**src/hdl/scps_pkg.sv**
```systemverilog
// Package for the sorted category pair set: state type, command codes, list kinds and control/status structs.
// Used by the controller, the datapath and the top level. No dependencies.
package scps_pkg;

	localparam logic [1:0] CMD_QUERY  = 2'd0;
	localparam logic [1:0] CMD_ADD    = 2'd1;
	localparam logic [1:0] CMD_REMOVE = 2'd2;

	localparam logic [1:0] KIND_PAIR  = 2'd0;
	localparam logic [1:0] KIND_BEGIN = 2'd1;
	localparam logic [1:0] KIND_END   = 2'd2;

	typedef enum logic [3:0] {
		ST_CLEAR,
		ST_IDLE,
		ST_LEN,
		ST_SRCH,
		ST_SWAIT,
		ST_CHECK,
		ST_SHIFT,
		ST_SHWAIT,
		ST_WRITE,
		ST_DONE
	} state_t;

	typedef struct packed {
		logic clear;
		logic load;
		logic len_rd;
		logic srch_rd;
		logic srch_upd;
		logic check;
		logic shift_rd;
		logic shift_wr;
		logic final_wr;
		logic out_load;
	} ctrl_t;

	typedef struct packed {
		logic clear_done;
		logic invalid;
		logic srch_done;
		logic do_shift;
		logic shift_done;
		logic do_write;
	} stat_t;

endpackage

```
**src/hdl/scps_ctrl.sv**
```systemverilog
// Controller state machine for the sorted category pair set.
// Depends on scps_pkg.
module scps_ctrl (
	input  logic           clk,
	input  logic           arst_n,
	input  logic           in_valid,
	input  logic           out_free,
	input  scps_pkg::stat_t stat,
	output logic           in_ready,
	output scps_pkg::ctrl_t ctrl
);
	import scps_pkg::*;

	state_t state_q, state_nx;

	always_ff @(posedge clk or negedge arst_n) begin
		if (!arst_n) state_q <= ST_CLEAR;
		else state_q <= state_nx;
	end

	always_comb begin
		state_nx = state_q;
		unique case (state_q)
			ST_CLEAR:  if (stat.clear_done) state_nx = ST_IDLE;
			ST_IDLE:   if (in_valid) state_nx = ST_LEN;
			ST_LEN:    state_nx = stat.invalid ? ST_DONE : ST_SRCH;
			ST_SRCH:   state_nx = stat.srch_done ? ST_CHECK : ST_SWAIT;
			ST_SWAIT:  state_nx = ST_SRCH;
			ST_CHECK:  state_nx = ST_SHIFT;
			ST_SHIFT: begin
				if (stat.do_shift && !stat.shift_done) state_nx = ST_SHWAIT;
				else if (stat.do_write) state_nx = ST_WRITE;
				else state_nx = ST_DONE;
			end
			ST_SHWAIT: state_nx = ST_SHIFT;
			ST_WRITE:  state_nx = ST_DONE;
			ST_DONE:   if (out_free) state_nx = ST_IDLE;
			default:   state_nx = ST_IDLE;
		endcase
	end

	always_comb begin
		ctrl = '0;
		in_ready = 1'b0;
		unique case (state_q)
			ST_CLEAR:  ctrl.clear = 1'b1;
			ST_IDLE: begin
				in_ready = 1'b1;
				ctrl.load = in_valid;
			end
			ST_LEN:    ctrl.len_rd = 1'b1;
			ST_SRCH:   ctrl.srch_rd = !stat.srch_done;
			ST_SWAIT:  ctrl.srch_upd = 1'b1;
			ST_CHECK:  ctrl.check = 1'b1;
			ST_SHIFT:  ctrl.shift_rd = stat.do_shift && !stat.shift_done;
			ST_SHWAIT: ctrl.shift_wr = 1'b1;
			ST_WRITE:  ctrl.final_wr = 1'b1;
			ST_DONE:   ctrl.out_load = out_free;
			default:   ctrl = '0;
		endcase
	end

endmodule

```
**config.mk**
```make
export PLATFORM = sky130hd
export DESIGN_NAME = scps_ctrl
export DESIGN_NICKNAME = d
export VERILOG_FILES = /design/src/hdl/scps_pkg.sv /design/src/hdl/scps_ctrl.sv
export SDC_FILE = /design/constraint.sdc
export NUM_CORES = 1
export LEC_CHECK = 0
export BUFFER_PORTS_ARGS = -buffer_cell sky130_fd_sc_hd__clkbuf_2
export CAP_MARGIN = 20
export CORE_AREA = 2 2 39 41
export CTS_BUF_LIST = sky130_fd_sc_hd__clkbuf_4 sky130_fd_sc_hd__clkbuf_8
export DETAILED_ROUTE_END_ITERATION = 10
export DIE_AREA = 0 0 41 43
export GPL_TIMING_DRIVEN = 0
export RECOVER_POWER = 100
export SYNTH_ARGS = -nofsm -noshare
export SYNTH_HDL_FRONTEND = slang
export SYNTH_SLANG_ARGS = --single-unit
```
**constraint.sdc**
```tcl
create_clock -name clk -period 1.3 [get_ports clk]
set_clock_uncertainty 0.1 [all_clocks]
set_input_delay 0.195 -clock clk [delete_from_list [all_inputs] [get_ports clk]]
set_output_delay 0.195 -clock clk [all_outputs]
set_load 0.02 [all_outputs]
```
# [Word-level counts from Yosys, hierarchy flattened]
# Cells that the tools add are included.
[totals] reg_bits=4
[classes] eq_ne=12 reduce_logical=6 n_mux=19
[op_table] cell="one-hot mux 4 bit (9 select lines)" count=1
[op_table] cell="2-to-1 mux 4 bit" count=5
[op_table] cell="equality test 4 x 3 -> 1 bit (second input constant)" count=4
[op_table] cell="2-to-1 mux 1 bit" count=13
[op_table] cell="equality test 4 x 2 -> 1 bit (second input constant)" count=2
[op_table] cell="equality test 4 bit (second input constant)" count=2
[op_table] cell="inequality test 2 bit (second input constant)" count=3
[op_table] cell="equality test 4 x 1 -> 1 bit (second input constant)" count=1
[op_table] cell="logical NOT 4 bit" count=1
[op_table] cell="AND reduction 3 bit" count=1
[op_table] cell="logical NOT 1 bit" count=2
[op_table] cell="OR reduction 2 bit" count=1
[op_table] cell="logical AND 1 bit" count=1

# [Logic depth before layout (Yosys ltp)]
# Gate-level depths: netlist of run 1.
[logic_depth] depth_word=4 depth_mapped=5 depth_no_buf=3

# [Worst setup path after synthesis of run 1]
# No wires, ideal clock.
[synth_timing] path_kind="flip-flop to output port" start="register state_q[3]" end="output ctrl[0] (netlist name)" slack_ps=-430 t_required_ps=1005 stages_incl_launch_ff=3 arrival_time_ps=1435 path_cell_list="dfrtp_1 clkbuf_1 nor4b_1"
[synth_rtl] item="start: declaration" line="scps_ctrl.sv:14" rtl="state_t state_q, state_nx;"
[synth_rtl] item="start signal: assignment" line="scps_ctrl.sv:18" rtl="else state_q <= state_nx;"
[synth_rtl] item="end: declaration" line="scps_ctrl.sv:10" rtl="output scps_pkg::ctrl_t ctrl"

==> results of run 1 <==
==> kinds of logic after synthesis <==
family,synth area share
and+or+nand+nor,0.391
AOI/OAI and AO/OA,0.231
buffers and inverters,0.111
DFF,0.246
xor gates and xnor gates,0.0215
==> path summary, 6_finish.rpt <==
kind / from / depth (start not counted) / slack [ns] / end
max in group asynchronous: arst_n / 2 / 0.69 / state_q[3]
worst max-delay path: state_q[2] / 3 / -0.39 / ctrl[1]
worst max register to register: state_q[2] / 5 / -0.36 / state_q[0]
min in group asynchronous: arst_n / 2 / 0.21 / state_q[0]
worst min register to register: state_q[3] / 2 / 0.56 / state_q[2]
worst min-delay path: stat[5] / 3 / 0.17 / state_q[0]
==> cell usage in the layout, fill, tap and decap left out, types with 2 or more instances in the layout <==
master,n
and3_4,2
nor4_4,2
nand2b_1,3
inv_1,3
buf_6,5
nor2b_1,2
dfrtp_2,4
buf_4,16
o21ai_2,2
nand2b_4,2
a21oi_1,2
o21ai_0,3
buf_8,3
clkbuf_4,4
clkbuf_2,10
nor2_4,2
==> stage by stage <==
| stage | power (mW) | TNS, ns | instances |
|---|---|---|---|
| floorplan | 1.27 | -0.443 | 53 |
| global placement | 1.54 | -1.90 | 89 |
| detailed placement | 1.54 | -1.86 | 89 |
| CTS | 2.09 | -4.16 | 104 |
| global route | 2.47 | -4.66 | 106 |
| finish | 2.33 | -3.98 | 106 |
==> power by group through the flow <==
stage / combinational, mW / clock (mW) / sequential, mW
global route: 1.98 / 0.166 / 0.318
global placement: 1.21 / 0 / 0.330
finish: 1.87 / 0.154 / 0.309
CTS: 1.67 / 0.153 / 0.275
floorplan: 0.977 / 0 / 0.295
detailed placement: 1.21 / 0 / 0.330
==> repair_timing <==
item                       CTS  global route
setup buffers               11             4
hold buffers                 1             0
setup endpoints to repair   14            14
gates resized for setup     20            21
hold endpoints to repair     4             0
pin swaps                    5             4
==> layout make-up <==
type,count,area (µm²)
repair buffers,35,280
multi-input cells,40,390
clock buffers,3,22.5
well taps,16,20.0
inverters,4,15.0
fillers,107,499
plain buffers,4,51.3
flip-flops and latches,4,105
==> tightest hold or removal path, stage by stage <==
cell,delay [ns]
clkbuf_2,0.08
nor2b_1,0.13
a41oi_2,0.06
==> layer usage <==
| layer | track usage | wire (µm) | part of all wire | vias to the layer above |
|---|---|---|---|---|
| met3 | 0.0209 | 71 | 0.046 | 2 |
| met5 | 0 | 0 | 0 | - |
| met4 | 0.0600 | 11 | 0.0071 | 0 |
| li1 | - | - | - | 270 |
| met1 | 0.278 | 594 | 0.39 | 275 |
| met2 | 0.275 | 861 | 0.56 | 17 |
==> impl_metrics.env, run 1 <==
export IMPL_hold_class="in -> reg"
export IMPL_cts_tree="built"
export IMPL_gp_congestion=0.711
export IMPL_numCtsBuffers=3
export IMPL_hold_viol=0
export IMPL_worstPathMaxFanout=5
export IMPL_n_antenna_cell=0
export IMPL_p_switching_mw=1.06
export IMPL_ant_nets=0
export IMPL_dpl_cell_area_um2=631
export IMPL_worstPathArrival_ns=1.40
export IMPL_ir_drop_uv=1300
export IMPL_min_period_ns=1.69
export IMPL_clock_latency_ns=0.24
export IMPL_synthCells=53
export IMPL_rsz0062_at_grt="yes"
export IMPL_max_cap_violations=0
export IMPL_max_freq_mhz=591
export IMPL_grt_pass1_wl_um=2310
export IMPL_dieArea_mm2=0.00176
export IMPL_antenna_found_initial=0
export IMPL_grt_pass1_vias=540
export IMPL_pre_cts_slack_ns=-0.277
export IMPL_drive_above_1_share=0.700
export IMPL_max_slew_margin=0.783
export IMPL_reg_top3="state_q x4"
export IMPL_nets=102
export IMPL_core_area_mm2=0.00138
export IMPL_cp_cell_sequence="or4b_4, inv_2, buf_8"
export IMPL_synth_most_common_cell="nand2b_1"
export IMPL_drt_wirelength_per_cell_um=14.5
export IMPL_dr_pass1_iters=4
export IMPL_synth_ff_type="dfrtp_1"
export IMPL_synth_area_um2=407
export IMPL_worstSetupStartpointType="flip-flop"
export IMPL_endpoint_kind="output port"
export IMPL_comb_power_share=0.802
export IMPL_cp_top_family="simple AND/OR/NAND/NOR gates"
export IMPL_regMostFlops="state_q"
export IMPL_cp_required_ns=1.00
export IMPL_vias=564
export IMPL_setup_viol=14
export IMPL_clkSinkCount=4
export IMPL_ios=21
export IMPL_p_int_mw=1.27
export IMPL_synth_cell_types=29
export IMPL_htreeDepth=1
export IMPL_status="finished, violations left"
export IMPL_worst_pin_slew_ns=0.321
export IMPL_wl_um=1540
export IMPL_syn_to_final_growth_pct=118
export IMPL_yosysTopAreaCellShare=0.246
export IMPL_yosys_top_cells_count="nand2b_1, dfrtp_1, inv_1, nor2_1, o21ai_0"
export IMPL_grt_usage=0.188
export IMPL_ys_ff_latch=4
export IMPL_ctsLongestPathBuffers=2
export IMPL_finish_utilization=0.639
export IMPL_synth_area_per_cell_um2=7.67
export IMPL_ys_warn_count=0
export IMPL_fin_crit_sh=1.30
export IMPL_postLayoutCellArea_um2=885
export IMPL_power_density_mw_per_mm2=2640
export IMPL_path_buf_inv=2
export IMPL_die_h_um=43
export IMPL_cts_root_buf="clkbuf_4"
export IMPL_clkPwrFrac=0.066
export IMPL_slowest_delay_ns=0.55
export IMPL_layout_setup_ws_ns=-0.393
export IMPL_die_w_um=41
export IMPL_power_leakage_nw=0.390
export IMPL_ys_async_sr_fraction=1.00
export IMPL_clk_pin_slew_ns=0.04
export IMPL_grt_max_degree=11
export IMPL_ys_seq_area_frac=0.246
export IMPL_critPathSlowestCell="or4b_4"
export IMPL_violations="negative setup slack"
export IMPL_initial_core_util=0.294
export IMPL_synth_edf_count=0
export IMPL_gr_total_overflow=0
export IMPL_io_buffers=20
export IMPL_p_seq_frac=0.132
export IMPL_synth_area_leader_cell="dfrtp_1"
export IMPL_drc_errors=0
export IMPL_post_drt_via_cell_ratio=5.32
export IMPL_syn_num_nets=63
export IMPL_critPathKind="reg -> out"
export IMPL_slew_viol_final=0
export IMPL_largest_register_ffs=4
export IMPL_whs_ns=0.168
export IMPL_switching_share=0.454
export IMPL_rows=14
export IMPL_synth_area_leaders="dfrtp_1, nand2b_1, o21ai_0"
export IMPL_dp_hpwl_um=875
export IMPL_drtIter0Drc=15
Power figures use the tool's default switching activity.
==> run 2, diff against run 1 <==
MAX_ROUTING_LAYER = met4   (was not set)
==> impl_metrics.env, run 2 (synthesized netlist as in run 1, its figures left out) <==
export IMPL_vias=565
export IMPL_die_h_um=43
export IMPL_worstPathMaxFanout=5
export IMPL_htreeDepth=1
export IMPL_layout_setup_ws_ns=-0.398
export IMPL_dp_hpwl_um=875
export IMPL_power_density_mw_per_mm2=2640
export IMPL_antenna_found_initial=0
export IMPL_worst_pin_slew_ns=0.320
export IMPL_status="finished, violations left"
export IMPL_final_common_cell="buf_4"
export IMPL_layout_common_cells="buf_4, clkbuf_2, buf_6, clkbuf_4, dfrtp_2"
export IMPL_slew_viol_final=0
export IMPL_n_fill_cell=107
export IMPL_grt_pass1_wl_um=2310
export IMPL_cp_cell_sequence="or4b_4, inv_2, buf_8"
export IMPL_min_period_ns=1.70
export IMPL_cp_top_family="simple AND/OR/NAND/NOR gates"
export IMPL_drtIter0Drc=12
export IMPL_worstPathArrival_ns=1.40
export IMPL_gp_congestion=0.719
export IMPL_critPathKind="reg -> out"
export IMPL_fin_crit_sh=1.31
export IMPL_power_leakage_nw=0.390
export IMPL_core_area_mm2=0.00138
export IMPL_slowest_delay_ns=0.55
export IMPL_hold_class="in -> reg"
export IMPL_grt_usage=0.192
export IMPL_max_slew_margin=0.784
export IMPL_rsz0062_at_grt="yes"
export IMPL_die_w_um=41
export IMPL_max_cap_violations=0
export IMPL_initial_core_util=0.294
export IMPL_numCtsBuffers=3
export IMPL_dpl_cell_area_um2=631
export IMPL_setup_viol=14
export IMPL_syn_to_final_growth_pct=118
export IMPL_regMostFlops="state_q"
export IMPL_drt_wirelength_per_cell_um=14.5
export IMPL_dieArea_mm2=0.00176
export IMPL_io_buffers=20
export IMPL_critPathSlowestCell="or4b_4"
export IMPL_rows=14
export IMPL_path_buf_inv=2
export IMPL_gr_total_overflow=0
export IMPL_reg_top3="state_q x4"
export IMPL_ctsLongestPathBuffers=2
export IMPL_ant_nets=0
export IMPL_clock_latency_ns=0.24
export IMPL_ir_drop_uv=1300
export IMPL_cp_required_ns=1.00
export IMPL_violations="negative setup slack"
export IMPL_wl_um=1540
export IMPL_max_freq_mhz=589
export IMPL_cts_tree="built"
export IMPL_nets=102
export IMPL_hold_viol=0
export IMPL_grt_max_degree=11
export IMPL_n_antenna_cell=0
export IMPL_dr_pass1_iters=4
export IMPL_drc_errors=0
export IMPL_pre_cts_slack_ns=-0.277
export IMPL_clk_pin_slew_ns=0.04
export IMPL_grt_pass1_vias=540
export IMPL_power_total_mw=2.33
export IMPL_cts_root_buf="clkbuf_4"
export IMPL_drive_above_1_share=0.700
export IMPL_ios=21
export IMPL_largest_register_ffs=4
export IMPL_postLayoutCellArea_um2=885
export IMPL_post_drt_via_cell_ratio=5.33
export IMPL_endpoint_kind="output port"
export IMPL_clkSinkCount=4
export IMPL_worstSetupStartpointType="flip-flop"
[run 2: timing repair]
action / in CTS / in global routing
endpoints found under the setup margin: 14 / 14
pin swaps: 5 / 4
cloned: 0 / 0
hold buffers: 1 / 0
hold endpoints to repair: 4 / 0
gates resized for setup: 20 / 21
buffers inserted: 11 / 4
[run 2: final cells by class]
type	instances	area, µm²	share of cell area
multi-input combinational	40	390	0.441
timing repair buffer	35	280	0.317
sequential	4	105	0.119
buffer	4	51.3	0.0580
clock buffer	3	22.5	0.0255
tap	16	20.0	0.0226
inverter	4	15.0	0.0170
[run 2: per-stage QoR]
step	util	setup TNS, ns	std cells	hold WS (ns)
finish	0.639	-4.05	106	0.163
global route	0.639	-4.66	106	0.207
CTS	0.599	-4.16	104	0.166
detailed placement	0.456	-1.86	89	-0.0973
global placement	0.456	-1.90	89	-0.0988
floorplan	-	-0.443	53	-0.201
[run 2: final timing paths]
check | from | cells after the start | slack, ns | to
max in group asynchronous | arst_n | 2 | 0.70 | state_q[3]
min | stat[5] | 3 | 0.16 | state_q[0]
max reg2reg | state_q[2] | 5 | -0.36 | state_q[0]
max | state_q[2] | 3 | -0.40 | ctrl[1]
min reg2reg | state_q[3] | 2 | 0.56 | state_q[2]
min in group asynchronous | arst_n | 2 | 0.21 | state_q[0]
[run 2: layer usage]
metal,vias up,part of all wire,track usage
met1,277,0.40,0.281
li1,270,-,-
met4,0,0.0078,0.0600
met5,-,0,-
met2,16,0.55,0.275
met3,2,0.032,0.0157
[run 2: worst register-to-register path: cells and delay by family, from the launching register on]
kind,cells,cell delay (ns)
and+or+nand+nor,1,0.55
AOI/OAI and AO/OA,2,0.17
buffers and inverters,2,0.26
DFF,1,0.43
[run 2: power by group]
part | internal, mW | leakage (nW) | switching [mW]
clock network | 0.103 | 0.0138 | 0.0523
logic | 0.966 | 0.332 | 0.904
registers | 0.205 | 0.0446 | 0.105
total | 1.27 | 0.390 | 1.06
